File: src/sha_pkg.sv
// ----------------------------------------------------------------------------
// sha_pkg
// Shared types and constants for the SHA-256 stream hasher.
// ----------------------------------------------------------------------------
package sha_pkg;

    localparam int unsigned BlockBytes = 64;
    localparam int unsigned Rounds     = 64;
    localparam int unsigned HashWords  = 8;
    localparam logic [7:0]  PadByte    = 8'h80;
    localparam logic [5:0]  LenStart   = 6'd56;

    typedef enum logic [2:0] {
        ST_IDLE,
        ST_PAD,
        ST_RUN,
        ST_OUT
    } t_state;

    typedef struct packed {
        logic       start;
    } t_run_ctl;

    function automatic logic [31:0] round_k(input logic [5:0] t);
        logic [31:0] k;
        case (t)
            6'd0: k = 32'h428a2f98;  6'd1: k = 32'h71374491;
            6'd2: k = 32'hb5c0fbcf;  6'd3: k = 32'he9b5dba5;
            6'd4: k = 32'h3956c25b;  6'd5: k = 32'h59f111f1;
            6'd6: k = 32'h923f82a4;  6'd7: k = 32'hab1c5ed5;
            6'd8: k = 32'hd807aa98;  6'd9: k = 32'h12835b01;
            6'd10: k = 32'h243185be; 6'd11: k = 32'h550c7dc3;
            6'd12: k = 32'h72be5d74; 6'd13: k = 32'h80deb1fe;
            6'd14: k = 32'h9bdc06a7; 6'd15: k = 32'hc19bf174;
            6'd16: k = 32'he49b69c1; 6'd17: k = 32'hefbe4786;
            6'd18: k = 32'h0fc19dc6; 6'd19: k = 32'h240ca1cc;
            6'd20: k = 32'h2de92c6f; 6'd21: k = 32'h4a7484aa;
            6'd22: k = 32'h5cb0a9dc; 6'd23: k = 32'h76f988da;
            6'd24: k = 32'h983e5152; 6'd25: k = 32'ha831c66d;
            6'd26: k = 32'hb00327c8; 6'd27: k = 32'hbf597fc7;
            6'd28: k = 32'hc6e00bf3; 6'd29: k = 32'hd5a79147;
            6'd30: k = 32'h06ca6351; 6'd31: k = 32'h14292967;
            6'd32: k = 32'h27b70a85; 6'd33: k = 32'h2e1b2138;
            6'd34: k = 32'h4d2c6dfc; 6'd35: k = 32'h53380d13;
            6'd36: k = 32'h650a7354; 6'd37: k = 32'h766a0abb;
            6'd38: k = 32'h81c2c92e; 6'd39: k = 32'h92722c85;
            6'd40: k = 32'ha2bfe8a1; 6'd41: k = 32'ha81a664b;
            6'd42: k = 32'hc24b8b70; 6'd43: k = 32'hc76c51a3;
            6'd44: k = 32'hd192e819; 6'd45: k = 32'hd6990624;
            6'd46: k = 32'hf40e3585; 6'd47: k = 32'h106aa070;
            6'd48: k = 32'h19a4c116; 6'd49: k = 32'h1e376c08;
            6'd50: k = 32'h2748774c; 6'd51: k = 32'h34b0bcb5;
            6'd52: k = 32'h391c0cb3; 6'd53: k = 32'h4ed8aa4a;
            6'd54: k = 32'h5b9cca4f; 6'd55: k = 32'h682e6ff3;
            6'd56: k = 32'h748f82ee; 6'd57: k = 32'h78a5636f;
            6'd58: k = 32'h84c87814; 6'd59: k = 32'h8cc70208;
            6'd60: k = 32'h90befffa; 6'd61: k = 32'ha4506ceb;
            6'd62: k = 32'hbef9a3f7; 6'd63: k = 32'hc67178f2;
            default: k = 32'h0;
        endcase
        return k;
    endfunction

    function automatic logic [31:0] init_h(input logic [2:0] i);
        logic [31:0] h;
        case (i)
            3'd0: h = 32'h6a09e667; 3'd1: h = 32'hbb67ae85;
            3'd2: h = 32'h3c6ef372; 3'd3: h = 32'ha54ff53a;
            3'd4: h = 32'h510e527f; 3'd5: h = 32'h9b05688c;
            3'd6: h = 32'h1f83d9ab; 3'd7: h = 32'h5be0cd19;
            default: h = 32'h0;
        endcase
        return h;
    endfunction

endpackage

File: src/sha_stream_if.sv
// ----------------------------------------------------------------------------
// sha_in_if / sha_out_if
// Valid/ready channels for message items and digest words.
// ----------------------------------------------------------------------------
interface sha_in_if;
    logic       valid;
    logic       ready;
    logic [7:0] data_byte;
    logic       has_byte;
    logic       last;
    modport source (output valid, data_byte, has_byte, last, input ready);
    modport sink   (input valid, data_byte, has_byte, last, output ready);
endinterface

interface sha_out_if;
    logic        valid;
    logic        ready;
    logic [31:0] digest_word;
    logic [2:0]  word_index;
    logic        last_word;
    modport source (output valid, digest_word, word_index, last_word, input ready);
    modport sink   (input valid, digest_word, word_index, last_word, output ready);
endinterface

File: src/sha_core.sv
// ----------------------------------------------------------------------------
// sha_core
// Compression engine: 64 rounds, one per cycle. Message words come from a
// word-wide block memory for rounds 0..15 and from a 16-entry schedule memory
// afterwards. Hash state is held in registers and updated at the block end.
// ----------------------------------------------------------------------------
module sha_core (
    input  logic              i_clk,
    input  logic              i_rst_n,
    input  sha_pkg::t_run_ctl i_ctl,
    input  logic [31:0]       i_blk_word,     // block word for round index r_t
    output logic [3:0]        o_blk_addr,
    output logic              o_busy,
    output logic              o_done,
    input  logic              i_hash_init,
    input  logic [2:0]        i_hash_sel,
    output logic [31:0]       o_hash_word
);

    // schedule memory; the four taps are read directly from this 16-word
    // register window, so one memory write per round suffices
    logic [31:0] r_w [16];
    logic [31:0] r_h [8];
    logic [31:0] r_a, r_b, r_c, r_d, r_e, r_f, r_g, r_hh;
    logic [6:0]  r_t;
    logic        r_run;
    logic        r_load;
    logic        r_done;

    logic [5:0]  t_idx;
    logic [31:0] w15, w2, w16, w7, sg0, sg1, wt;
    logic [31:0] big0, big1, chs, maj, t1, t2;

    assign t_idx      = r_t[5:0];
    // fetch word 0 in the load cycle, then one word ahead of the round
    assign o_blk_addr = r_load ? 4'd0 : t_idx[3:0] + 4'd1;
    assign o_busy     = r_run | r_load;
    assign o_done     = r_done;
    assign o_hash_word = r_h[i_hash_sel];

    assign w15 = r_w[4'(t_idx - 6'd15)];
    assign w2  = r_w[4'(t_idx - 6'd2)];
    assign w16 = r_w[t_idx[3:0]];
    assign w7  = r_w[4'(t_idx - 6'd7)];
    assign sg0 = {w15[6:0], w15[31:7]} ^ {w15[17:0], w15[31:18]} ^ (w15 >> 3);
    assign sg1 = {w2[16:0], w2[31:17]} ^ {w2[18:0], w2[31:19]} ^ (w2 >> 10);
    assign wt  = (t_idx < 6'd16) ? i_blk_word : (w16 + sg0 + w7 + sg1);

    assign big1 = {r_e[5:0], r_e[31:6]} ^ {r_e[10:0], r_e[31:11]} ^ {r_e[24:0], r_e[31:25]};
    assign chs  = (r_e & r_f) ^ (~r_e & r_g);
    assign t1   = r_hh + big1 + chs + sha_pkg::round_k(t_idx) + wt;
    assign big0 = {r_a[1:0], r_a[31:2]} ^ {r_a[12:0], r_a[31:13]} ^ {r_a[21:0], r_a[31:22]};
    assign maj  = (r_a & r_b) ^ (r_a & r_c) ^ (r_b & r_c);
    assign t2   = big0 + maj;

    always_ff @(posedge i_clk) begin
        if (!i_rst_n) begin
            r_run  <= 1'b0;
            r_load <= 1'b0;
            r_done <= 1'b0;
            r_t    <= '0;
        end else begin
            r_done <= 1'b0;
            if (i_ctl.start) begin
                r_load <= 1'b1;    // load step for the first block word read
                r_t    <= '0;
            end else if (r_load) begin
                r_load <= 1'b0;
                r_run  <= 1'b1;
            end else if (r_run) begin
                r_t <= r_t + 7'd1;
                if (t_idx == 6'(sha_pkg::Rounds - 1)) begin
                    r_run  <= 1'b0;
                    r_done <= 1'b1;
                end
            end
        end
    end

    always_ff @(posedge i_clk) begin
        if (!i_rst_n || i_hash_init) begin
            for (int j = 0; j < 8; j++) r_h[j] <= sha_pkg::init_h(3'(j));
        end else if (r_done) begin
            r_h[0] <= r_h[0] + r_a;  r_h[1] <= r_h[1] + r_b;
            r_h[2] <= r_h[2] + r_c;  r_h[3] <= r_h[3] + r_d;
            r_h[4] <= r_h[4] + r_e;  r_h[5] <= r_h[5] + r_f;
            r_h[6] <= r_h[6] + r_g;  r_h[7] <= r_h[7] + r_hh;
        end
    end

    always_ff @(posedge i_clk) begin
        if (r_load) begin
            r_a <= r_h[0]; r_b <= r_h[1]; r_c <= r_h[2]; r_d <= r_h[3];
            r_e <= r_h[4]; r_f <= r_h[5]; r_g <= r_h[6]; r_hh <= r_h[7];
        end else if (r_run) begin
            r_w[t_idx[3:0]] <= wt;
            r_hh <= r_g; r_g <= r_f; r_f <= r_e; r_e <= r_d + t1;
            r_d <= r_c; r_c <= r_b; r_b <= r_a; r_a <= t1 + t2;
        end
    end

    a_done_ends_run: assert property (@(posedge i_clk) disable iff (!i_rst_n)
        r_done |-> !r_run) else $error("done while running");
    a_start_idle: assert property (@(posedge i_clk) disable iff (!i_rst_n)
        i_ctl.start |-> !o_busy) else $error("start while busy");
    a_load_then_run: assert property (@(posedge i_clk) disable iff (!i_rst_n)
        r_load |=> r_run) else $error("load not followed by run");

endmodule

File: src/sha256_stream_hasher.sv
// ----------------------------------------------------------------------------
// sha256_stream_hasher
// SHA-256 over a byte stream: at most one byte per item, digest as eight words.
// ----------------------------------------------------------------------------
// A byte item is taken while the block is filling. The item that completes a
// 64-byte block starts a compression and stalls the input through a
// block-memory read, 64 rounds of the single round unit and a hash update.
// A last item then pads at one byte per cycle up to byte 63 before each
// padded compression, runs one or two padded compressions, and offers the
// eight digest words one per cycle while the output is ready.
// The block memory is 16 words of 32 bits, written byte-lane per item and
// read one word per round.
module sha256_stream_hasher (
    input  logic      i_clk,
    input  logic      i_rst_n,
    sha_in_if.sink    in_ch,
    sha_out_if.source out_ch
);

    sha_pkg::t_state r_st, n_st;
    logic [5:0]  r_fill;
    logic [60:0] r_len;
    logic        r_two;       // second padded block still to come
    logic        r_pend;      // a message end is being processed
    logic        r_padded;    // pad byte already written
    logic [2:0]  r_oidx;
    logic [31:0] r_bmem [16];
    logic [31:0] r_bq;

    sha_pkg::t_run_ctl ctl;
    logic [3:0]  blk_addr;
    logic        busy, done;
    logic [31:0] hword;
    logic        acc, wr_en, hinit;
    logic [5:0]  wr_ptr;
    logic [7:0]  wr_byte;
    logic [63:0] bits;
    logic [5:0]  pad_ptr;

    sha_core u_core (
        .i_clk, .i_rst_n, .i_ctl(ctl), .i_blk_word(r_bq), .o_blk_addr(blk_addr),
        .o_busy(busy), .o_done(done), .i_hash_init(hinit), .i_hash_sel(r_oidx),
        .o_hash_word(hword)
    );

    assign bits    = {r_len, 3'b000};
    assign acc     = in_ch.valid && in_ch.ready;
    assign pad_ptr = in_ch.has_byte ? r_fill + 6'd1 : r_fill;

    assign out_ch.valid       = (r_st == sha_pkg::ST_OUT);
    assign out_ch.digest_word = hword;
    assign out_ch.word_index  = r_oidx;
    assign out_ch.last_word   = (r_oidx == 3'd7);

    always_comb begin
        n_st        = r_st;
        in_ch.ready = 1'b0;
        ctl         = '0;
        wr_en       = 1'b0;
        wr_ptr      = r_fill;
        wr_byte     = in_ch.data_byte;
        hinit       = 1'b0;
        case (r_st)
            sha_pkg::ST_IDLE: begin
                in_ch.ready = 1'b1;
                if (acc) begin
                    wr_en = in_ch.has_byte;
                    if (in_ch.has_byte && r_fill == 6'd63) begin
                        ctl.start = 1'b1;
                        n_st = sha_pkg::ST_RUN;
                    end else if (in_ch.last) begin
                        n_st = sha_pkg::ST_PAD;
                    end
                end
            end
            sha_pkg::ST_PAD: begin
                wr_en = 1'b1;
                if (!r_padded)
                    wr_byte = sha_pkg::PadByte;
                else if (r_fill >= sha_pkg::LenStart && !r_two)
                    wr_byte = bits[{3'(6'd63 - r_fill), 3'b000} +: 8];
                else
                    wr_byte = '0;
                if (r_fill == 6'd63) begin
                    ctl.start = 1'b1;
                    n_st = sha_pkg::ST_RUN;
                end
            end
            sha_pkg::ST_RUN: begin
                if (done)
                    n_st = !r_pend ? sha_pkg::ST_IDLE
                                   : ((!r_padded || r_two) ? sha_pkg::ST_PAD
                                                           : sha_pkg::ST_OUT);
            end
            sha_pkg::ST_OUT: begin
                if (out_ch.ready && r_oidx == 3'd7) begin
                    hinit = 1'b1;
                    n_st  = sha_pkg::ST_IDLE;
                end
            end
            default: n_st = sha_pkg::ST_IDLE;
        endcase
    end

    always_ff @(posedge i_clk) begin
        if (!i_rst_n) begin
            r_st     <= sha_pkg::ST_IDLE;
            r_fill   <= '0;
            r_len    <= '0;
            r_two    <= 1'b0;
            r_pend   <= 1'b0;
            r_padded <= 1'b0;
            r_oidx   <= '0;
        end else begin
            r_st <= n_st;
            if (r_st == sha_pkg::ST_IDLE && acc) begin
                if (in_ch.has_byte) begin
                    r_fill <= r_fill + 6'd1;
                    r_len  <= r_len + 61'd1;
                end
                if (in_ch.last) begin
                    r_pend <= 1'b1;
                    // pad byte goes to the next free slot
                    r_two  <= (pad_ptr >= sha_pkg::LenStart);
                end
            end else if (r_st == sha_pkg::ST_PAD) begin
                r_fill   <= r_fill + 6'd1;
                r_padded <= 1'b1;
            end else if (r_st == sha_pkg::ST_RUN && done && r_pend) begin
                // the length goes in the block after this one
                r_two <= 1'b0;
            end else if (r_st == sha_pkg::ST_OUT && out_ch.ready) begin
                r_oidx <= r_oidx + 3'd1;
                if (r_oidx == 3'd7) begin
                    r_fill   <= '0;
                    r_len    <= '0;
                    r_pend   <= 1'b0;
                    r_padded <= 1'b0;
                end
            end
        end
    end

    always_ff @(posedge i_clk) begin
        if (wr_en)
            r_bmem[wr_ptr[5:2]][{~wr_ptr[1:0], 3'b000} +: 8] <= wr_byte;
        r_bq <= r_bmem[blk_addr];
    end

    a_out_only_in_out: assert property (@(posedge i_clk) disable iff (!i_rst_n)
        out_ch.valid |-> r_pend) else $error("digest without message end");
    a_no_in_while_busy: assert property (@(posedge i_clk) disable iff (!i_rst_n)
        busy |-> !in_ch.ready) else $error("input taken while compressing");
    a_idx_advance: assert property (@(posedge i_clk) disable iff (!i_rst_n)
        (out_ch.valid && out_ch.ready && r_oidx != 3'd7) |=> out_ch.valid)
        else $error("digest burst broken");

endmodule

File: src/flat_wrapper.sv
// flat-port wrapper written by rule: the top's interface ports become plain ports
module sha256_stream_hasher_flat 
  (i_clk, i_rst_n, in_ch_valid, in_ch_data_byte, in_ch_has_byte, in_ch_last, in_ch_ready, out_ch_valid, out_ch_digest_word, out_ch_word_index, out_ch_last_word, out_ch_ready);
  sha_in_if in_ch_i ();
  sha_out_if out_ch_i ();
  input  logic i_clk;
  input  logic i_rst_n;
  input wire logic [$bits(in_ch_i.valid)-1:0] in_ch_valid;
  input wire logic [$bits(in_ch_i.data_byte)-1:0] in_ch_data_byte;
  input wire logic [$bits(in_ch_i.has_byte)-1:0] in_ch_has_byte;
  input wire logic [$bits(in_ch_i.last)-1:0] in_ch_last;
  output wire logic [$bits(in_ch_i.ready)-1:0] in_ch_ready;
  output wire logic [$bits(out_ch_i.valid)-1:0] out_ch_valid;
  output wire logic [$bits(out_ch_i.digest_word)-1:0] out_ch_digest_word;
  output wire logic [$bits(out_ch_i.word_index)-1:0] out_ch_word_index;
  output wire logic [$bits(out_ch_i.last_word)-1:0] out_ch_last_word;
  input wire logic [$bits(out_ch_i.ready)-1:0] out_ch_ready;
  assign in_ch_i.valid = in_ch_valid;
  assign in_ch_i.data_byte = in_ch_data_byte;
  assign in_ch_i.has_byte = in_ch_has_byte;
  assign in_ch_i.last = in_ch_last;
  assign in_ch_ready = in_ch_i.ready;
  assign out_ch_valid = out_ch_i.valid;
  assign out_ch_digest_word = out_ch_i.digest_word;
  assign out_ch_word_index = out_ch_i.word_index;
  assign out_ch_last_word = out_ch_i.last_word;
  assign out_ch_i.ready = out_ch_ready;
  sha256_stream_hasher u_core (.i_clk(i_clk), .i_rst_n(i_rst_n), .in_ch(in_ch_i), .out_ch(out_ch_i));
endmodule
File: config.mk
export PLATFORM = sky130hd
export DESIGN_NAME = sha256_stream_hasher_flat
export DESIGN_NICKNAME = d
export VERILOG_FILES = /design/src/sha_pkg.sv /design/src/sha_stream_if.sv /design/src/sha_core.sv /design/src/sha256_stream_hasher.sv /design/src/flat_wrapper.sv
export SDC_FILE = /design/constraint.sdc
export NUM_CORES = 2
export LEC_CHECK = 0
export BUFFER_PORTS_ARGS = -buffer_cell sky130_fd_sc_hd__buf_2
export CAP_MARGIN = 25
export CORE_MARGIN = 4
export CORE_UTILIZATION = 45
export CTS_BUF_LIST = sky130_fd_sc_hd__clkbuf_2
export DETAILED_ROUTE_END_ITERATION = 10
export PLACE_DENSITY = 0.66
export SYNTH_ARGS = -nofsm -noshare
export SYNTH_HDL_FRONTEND = slang
export SYNTH_SLANG_ARGS = --single-unit
File: constraint.sdc
create_clock -name i_clk -period 15.4 [get_ports i_clk]
set_input_delay 0.77 -clock i_clk [delete_from_list [all_inputs] [get_ports i_clk]]
set_output_delay 0.77 -clock i_clk [all_outputs]
set_load 0.02 [all_outputs]
# Word-level counts from Yosys, hierarchy flattened
# Memories as Yosys holds them, arrays and structs flattened. A register that Yosys moved wholly into a read port is not among the register bits.
# Index checks and enable logic that the tools add are counted.
# W data, S select, Z words.
[classes]
shift = 3
bitwise_logic = 32
n_mux = 99
n_reduce_logical = 32
eq_ne = 17
addsub = 28
magnitude_cmp = 3
[ops]
columns = ["operator", "count"]
rows = [
  ["$mux W32", 34],
  ["$add A32 B32 Y32", 18],
  ["$mux W61", 6],
  ["$xor A32 B32 Y32", 9],
  ["$and A32 B32 Y32", 5],
  ["$shiftx A64 B7 Y8", 1],
  ["$add A61 B1 Y61 const B", 1],
  ["$mux W6", 8],
  ["$mux W1", 32],
  ["$not A32 Y32", 1],
  ["$shift A8 B7 Y32 const A", 1],
  ["$shiftx A8 B7 Y32", 1],
  ["$xor A32 B22 Y32", 1],
  ["$xor A32 B29 Y32", 1],
  ["$mux W3", 9],
  ["$mux W8", 3],
  ["$reduce_and A5 Y1", 3],
  ["$eq A6 B6 Y1 const B", 2],
  ["$ge A6 B6 Y1 const B", 2],
  ["$mux W4", 3],
  ["$ne A2 B2 Y1 const B", 6],
  ["$pmux W3 S4", 1],
  ["$reduce_bool A2 Y1", 6],
  ["$logic_and A1 B1 Y1", 8],
  ["29 further kinds", 52],
]
[totals]
regBits = 342
wordCells = 237
mem_bits_rw = 1280
mem_count = 4
mem_bits_ro = 2048
[memory_table]
columns = ["name", "depth", "width", "read_ports", "rd_clocked_by_memory_dff", "write_ports", "line_no", "rtl"]
rows = [
  ["(no name shown)", 64, 32, 1, 1, 0, "sha_pkg.sv:26", "case (t)"],
  ["u_core.r_bmem", 16, 32, 1, 1, 1, "sha256_stream_hasher.sv:27", "logic [31:0] r_bmem [16];"],
  ["u_core.u_core.r_w", 16, 32, 4, 1, 1, "sha_core.sv:22", "logic [31:0] r_w [16];"],
  ["u_core.u_core.r_h", 8, 32, 9, 1, 8, "sha_core.sv:23", "logic [31:0] r_h [8];"],
]

# Longest topological paths before layout
# An unclocked memory read counts as a cell.
[depth]
ltp_word = 12
depth_mapped = 60
depth_no_buf = 52

# Hierarchy
# Synthesis repeated with hierarchy kept, for this count alone.
[unflattened]
cells_unflattened = 7808
hier_area_um2 = 103070.1
[by_module_without_submodules]
columns = ["module", "n_inst", "seq_area_each_um2", "area_each_um2", "cells_per_inst"]
rows = [
  ["sha_core", 1, 31650.4, 78261.3, 6402],
  ["sha256_stream_hasher", 1, 17516.8, 24808.8, 1406],
]

# Worst setup path before layout
# OpenSTA, ideal clock, no wires.
[synth_path]
path_type = "flip-flop to flip-flop"
startpoint = "register u_core.u_core.r_t[0]"
endpoint = "register u_core.u_core.r_a[31] (data pin)"
arrival_time_ns = 13.060
slack_ns = 2.076
stages_incl_launch_ff = 55
period_less_slack_ns = 13.324
setup_ns = 0.264
cell_sequence = "dfxtp_1 -> buf_6 -> buf_12 -> buf_6 -> buf_2 -> inv_1 -> ha_1 -> buf_2 -> buf_4 -> buf_2 -> buf_1 -> mux4_2 -> mux4_2 -> xor2_1 -> xnor2_1 -> fa_1 -> inv_1 -> fa_1 -> [19 not listed] -> a21o_1 -> a21o_1 -> xor2_1 -> inv_1 -> fa_1 -> inv_1 -> ha_1 -> nand3_1 -> nor2_1 -> and2_1 -> o41a_1 -> nand3_1 -> a21oi_1 -> a221o_1 -> a21oi_1 -> xnor2_1 -> xnor2_1 -> o21ai_1"
[synth_via]
elab_chain_len = 12
word_cells_on_any_way = 17
classes_between = "add/sub (8); order compare (1); mux (3); bitwise (4); memory (1)"
[synth_rtl]
columns = ["item", "line_no", "rtl"]
rows = [
  ["from (decl)", "sha_core.sv:25", "logic [6:0] r_t;"],
  ["from (signal assigned)", "sha_core.sv:71", "r_t <= r_t + 7'd1;"],
  ["$sub A4 B4 Y4", "sha_core.sv:41", "assign w15 = r_w[4'(t_idx - 6'd15)];"],
  ["$mem_v2 Z16 W32", "--", ""],
  ["$xor A32 B32 Y32", "sha_core.sv:45", "assign sg0 = {w15[6:0], w15[31:7]} ^ {w15[17:0], w15[31:18]} ^ (w15 >> 3);"],
  ["$xor A32 B29 Y32", "sha_core.sv:45", ""],
  ["$add A32 B32 Y32 (3 in a row)", "sha_core.sv:47", "assign wt = (t_idx < 6'd16) ? i_blk_word : (w16 + sg0 + w7 + sg1);"],
  ["$mux W32 (*)", "sha_core.sv:47", ""],
  ["via u_core.u_core.wt[12]", "sha_core.sv:31", "logic [31:0] w15, w2, w16, w7, sg0, sg1, wt;"],
  ["$add A32 B32 Y32 (*)", "sha_core.sv:51", "assign t1 = r_hh + big1 + chs + sha_pkg::round_k(t_idx) + wt;"],
  ["$add A32 B32 Y32 (*)", "sha_core.sv:98", "r_d <= r_c; r_c <= r_b; r_b <= r_a; r_a <= t1 + t2;"],
  ["$mux W32 (*)", "sha_core.sv:95", "end else if (r_run) begin"],
  ["$mux W32 (*)", "sha_core.sv:92", "if (r_load) begin"],
  ["to (signal assigned)", "sha_core.sv:93", "r_a <= r_h[0]; r_b <= r_h[1]; r_c <= r_h[2]; r_d <= r_h[3];"],
  ["to (signal assigned)", "sha_core.sv:98", ""],
  ["to (decl)", "sha_core.sv:24", "logic [31:0] r_a, r_b, r_c, r_d, r_e, r_f, r_g, r_hh;"],
]
# The timed path passes the listed nets; every way through them passes the cells marked *. The select of a mux whose other input is x is not followed.
# A chain may end at the register's enable or synchronous reset.

# Worst setup path in the final report
[layout_path]
startpoint = "register u_core.u_core.r_t[1]"
endpoint = "register u_core.u_core.r_a[28] (data pin)"
# Same word-level chain as after synthesis.

==> PnR_summary.wiki <==
{| class="wikitable"
! Metric !! Value
|-
| Total chip power || 8.54 mW
|-
| GRT Total Usage || 0.269
|-
| Net switching power || 2.18 mW
|-
| Maximum clock insertion buffer count || 4
|-
| Sequential cell fraction of total power || 0.589
|-
| Clock latency on the worst-skew pair || roughly 2100 ps
|-
| Setup repair after global routing missed its margin || no
|-
| Wirelength, routed || 327000 um
|-
| Worst Hold Depth || 5
|-
| Power share of the combinational group || 0.039
|-
| Slack of the worst reg-to-reg path || 1150 ps
|-
| Clock slew seen by the registers of the worst setup and hold paths || 120 ps
|-
| Initial Utilization || 0.452
|-
| Kind of end point of the critical path || flop
|-
| Quantity of I/O buffers inserted on ports || between 50 and 60
|-
| Time the worst path needs with I/O delays and setup || 14250 ps
|-
| Category of the worst setup path launch point || flop
|-
| Final number of hold-violating endpoints || 0
|-
| Synthesized netlist cell count || 8421
|-
| Number of DRC violations after detailed routing || 0
|-
| Average instance area after synthesis || 12.4 um2
|-
| Max H-tree Level || 5
|-
| Worst endpoint required time || 17130 ps
|-
| Setup Skew || 344 ps
|-
| Mean number of vias per cell || roughly 6.3
|-
| Transition at the pin with the smallest max-transition slack || 1350 ps
|-
| Upper clock frequency limit || 70.2 MHz
|-
| Via count of the first global-routing pass || 73.2k
|-
| Largest net degree at the start of global routing || 140
|-
| Worst-case vdd ir drop || approximately 0.000084 V
|-
| Crit Path Max Fanout || 38
|-
| Run status || complete, no violations
|-
| Synthesized Nets || 9033
|-
| Half-perimeter wire length after detailed placement || 225000 um
|-
| Final count of pins violating max slew || 0
|-
| Power share of the clock group || 0.372
|-
| Switching part of the total || 0.255
|-
| CORE AREA || approximately 230000 um2
|-
| Static Leak || 39.6 nW
|-
| Antenna violations before repair || 13
|-
| Period Utilization, post-route || 0.925
|-
| Final instance count without filler cells || 12.0k
|-
| Critical path class || flop to flop
|-
| Setup Buffers After CTS || 0
|-
| CTS tree || built
|-
| Cell total after placement || 11.2k
|-
| Cell repeated most along the worst path || inv_1
|-
| Global-route wire length before repair || about 480000 um
|-
| Yosys warns || 0
|-
| HP Start || in_ch_data_byte[4]
|-
| Endpoint of the lowest-slack register-to-register path || u_core.u_core.r_a[28]
|-
| Final sum of negative setup slack || 0 ps
|-
| First element of the critical path || u_core.u_core.r_t[1]
|-
| WP data arrival || ~16000 ps
|-
| Area of the mapped netlist || 104000 um2
|-
| Area of the die || 239000 um2
|-
| Area growth from synthesis to final layout || 7.85%
|-
| First drt pass iteration count || 6
|-
| Asr flop ratio synth || 0
|-
| Number of buffers added by the clock tree synthesis step || 453
|-
| Worst Reg-to-Reg Cells || 52
|-
| Synth Flop Type || edfxtp_1
|-
| Final setup fails || 0
|-
| I/O Pins || 52
|-
| Count of nets left with antenna violations after detail routing || 0
|-
| Share of final-layout standard cells stronger than drive strength 1 || 0.203
|-
| Internal cell power || 6.36 mW
|-
| Count of different cell masters after synthesis || 90
|-
| GP Congestion || 0.965
|-
| Y dimension of the die || 489 um
|-
| Clock tree root driver cell || clkbuf_2
|-
| CP max stage cell || dfxtp_4
|-
| Width of the die || between 400 and 500 um
|-
| Count of nets after finishing || slightly above 9k
|-
| Largest stage delay, worst path || between 700 and 800 ps
|-
| Power per unit of standard cell area || about 76 nW/um2
|-
| Class of the most critical hold timing path || input port to flop
|-
| Slew Limit Headroom || 0.0994
|-
| Source of the worst register-to-register timing path || u_core.u_core.r_t[1]
|-
| Total of flip-flops plus latches after synthesis || 1691
|-
| Hold path endpoint || u_core.r_bmem[2][4]
|-
| Sequential area share after synthesis || 0.473
|-
| First-iteration detailed-routing DRC count || 9983
|-
| FILL cells || 20.1k
|-
| Total overflow reported by the global router || 0
|-
| CTS Sinks || 1691
|-
| Count of maximum capacitance violations || 0
|-
| Number of enable flip-flop cells after synthesis || 1536
|-
| Wirelength per Cell || 27.2 um
|-
| Vias post-DR || 75.1k
|-
| Number of placement rows || 176
|}
-- stage by stage --
step / hold slack [ps] / utilization / setup slack [ps] / area, um2
5_1_grt: -5.33 / 0.488 / 405 / 112000
3_5_place_dp: 489 / 0.468 / 1460 / 108000
6_report: 153 / 0.488 / 1150 / 112000
4_1_cts: 10.7 / 0.487 / 1300 / 112000
3_3_place_gp: 473 / 0.468 / 1610 / 108000
2_1_floorplan: 455 / - / 2080 / 104000
-- placed cells by master, fill, tap and decap left out, types with 47 or more instances in the layout --
cell type  count
xor2_1       259
o21a_1        54
o211ai_1      88
mux2i_1       87
a211oi_1      92
inv_1        502
mux4_2       571
and3_1        47
nand3_1      154
a21o_1       176
o21ai_0      380
xnor2_1      338
nor2b_1      105
mux2_2       260
a21oi_1      407
nand2b_1      68
buf_4        135
edfxtp_1    1536
buf_2         53
nor2_1       520
nor3_1        79
ha_1         401
fa_1         195
a31oi_1      118
clkinv_1     110
dfxtp_1      145
nand2_1      715
clkbuf_2     645
-- power groups by stage --
stage | logic (mW) | registers, mW | clock network (mW)
3_5_place_dp | 0.313 | 5.13 | 0
4_1_cts | 0.321 | 5.03 | 3.25
3_3_place_gp | 0.302 | 5.13 | 0
6_report | 0.331 | 5.03 | 3.18
5_1_grt | 0.361 | 5.03 | 3.52
2_1_floorplan | 0.221 | 5.13 | 0
-- synthesized netlist by cell type (all sizes together), types with 112 or more instances --
library cell	n	area [um2]
xor2	264	2340
inv	503	1890
mux4	585	13200
mux2	261	2940
o21ai	393	1970
dfxtp	155	3100
ha	403	5040
buf	112	518
a21o	176	1320
nor2	526	1970
edfxtp	1536	46100
nand2	717	2690
clkbuf	361	1360
xnor2	348	3080
a31oi	118	738
a21oi	407	2040
fa	195	3900
nand3	154	771
-- how the worst max path moves through the flow --
| stage | endpoint | slack [ps] | cells past startpoint |
|---|---|---|---|
| 2_1_floorplan | u_core.u_core.r_a[31] | 2080 | 54 |
| 3_3_place_gp | u_core.u_core.r_a[31] | 1610 | 45 |
| 3_5_place_dp | u_core.u_core.r_a[31] | 1460 | 52 |
| 4_1_cts | u_core.u_core.r_a[28] | 1300 | 52 |
| 5_1_grt | u_core.u_core.r_a[28] | 410 | 52 |
| 6_report | u_core.u_core.r_a[28] | 1150 | 52 |
-- area by class of cell --
type	count	area, um2	share of cell area
diodes	10	25.0	0.000223
clock inverters	141	747	0.00666
flip-flops and latches	1691	49300	0.439
clock buffers	645	3230	0.0288
repair buffers	243	1970	0.0175
multi-input cells	5752	51300	0.457
inverters	505	1900	0.0169
well taps	3026	3790	0.0337
-- registers in the layout, indices dropped and copies added, names as in the netlist, 2 cells and up, named ones only --
signal / flops
u_core.u_core.r_t: 6
u_core.r_st: 2
u_core.r_bq: 32
u_core.u_core.r_f: 32
u_core.out_ch.word_index: 3
u_core.u_core.r_hh: 32
u_core.u_core.r_a: 32
u_core.u_core.r_c: 32
u_core.r_len: 61
u_core.u_core.r_d: 32
u_core.u_core.r_h: 256
u_core.u_core.r_b: 32
u_core.u_core.r_e: 32
u_core.u_core.r_g: 32
u_core.r_fill: 6
u_core.r_bmem: 512
u_core.u_core.r_w: 512
-- per-layer routing --
layer / track usage / up-vias / wire (um)
met2: 0.404 / 4428 / 145000
met3: 0.0633 / 660 / 34700
met5: 0 / - / 68
li1: - / 32479 / -
met1: 0.386 / 37549 / 136000
met4: 0.0873 / 10 / 10700
-- logic make-up after synthesis --
kind of cell	after synthesis	synth area share
simple gates	1907	0.0830
buf+inv	978	0.0362
mux	935	0.164
xor+xnor	613	0.0523
fa+ha+maj	617	0.0878
flops	1691	0.473
compound gates	1680	0.103
-- critical path, delay by kind of cell, from the launching register on --
kind,cells,cell delay (ps)
AO/OA/AOI/OAI,12,3420
buffers and inverters,12,1690
multiplexers,2,980
AND/OR/NAND/NOR,12,1860
adder cells (fa/ha/maj),11,4740
flip-flops,1,710
XOR/XNOR,3,580
-- repair_timing --
item,in CTS,in global routing
gates resized for setup,0,0
hold buffers,31,2
endpoints found under the hold margin,379,2
Note: power is estimated with default switching activity, not from simulation.
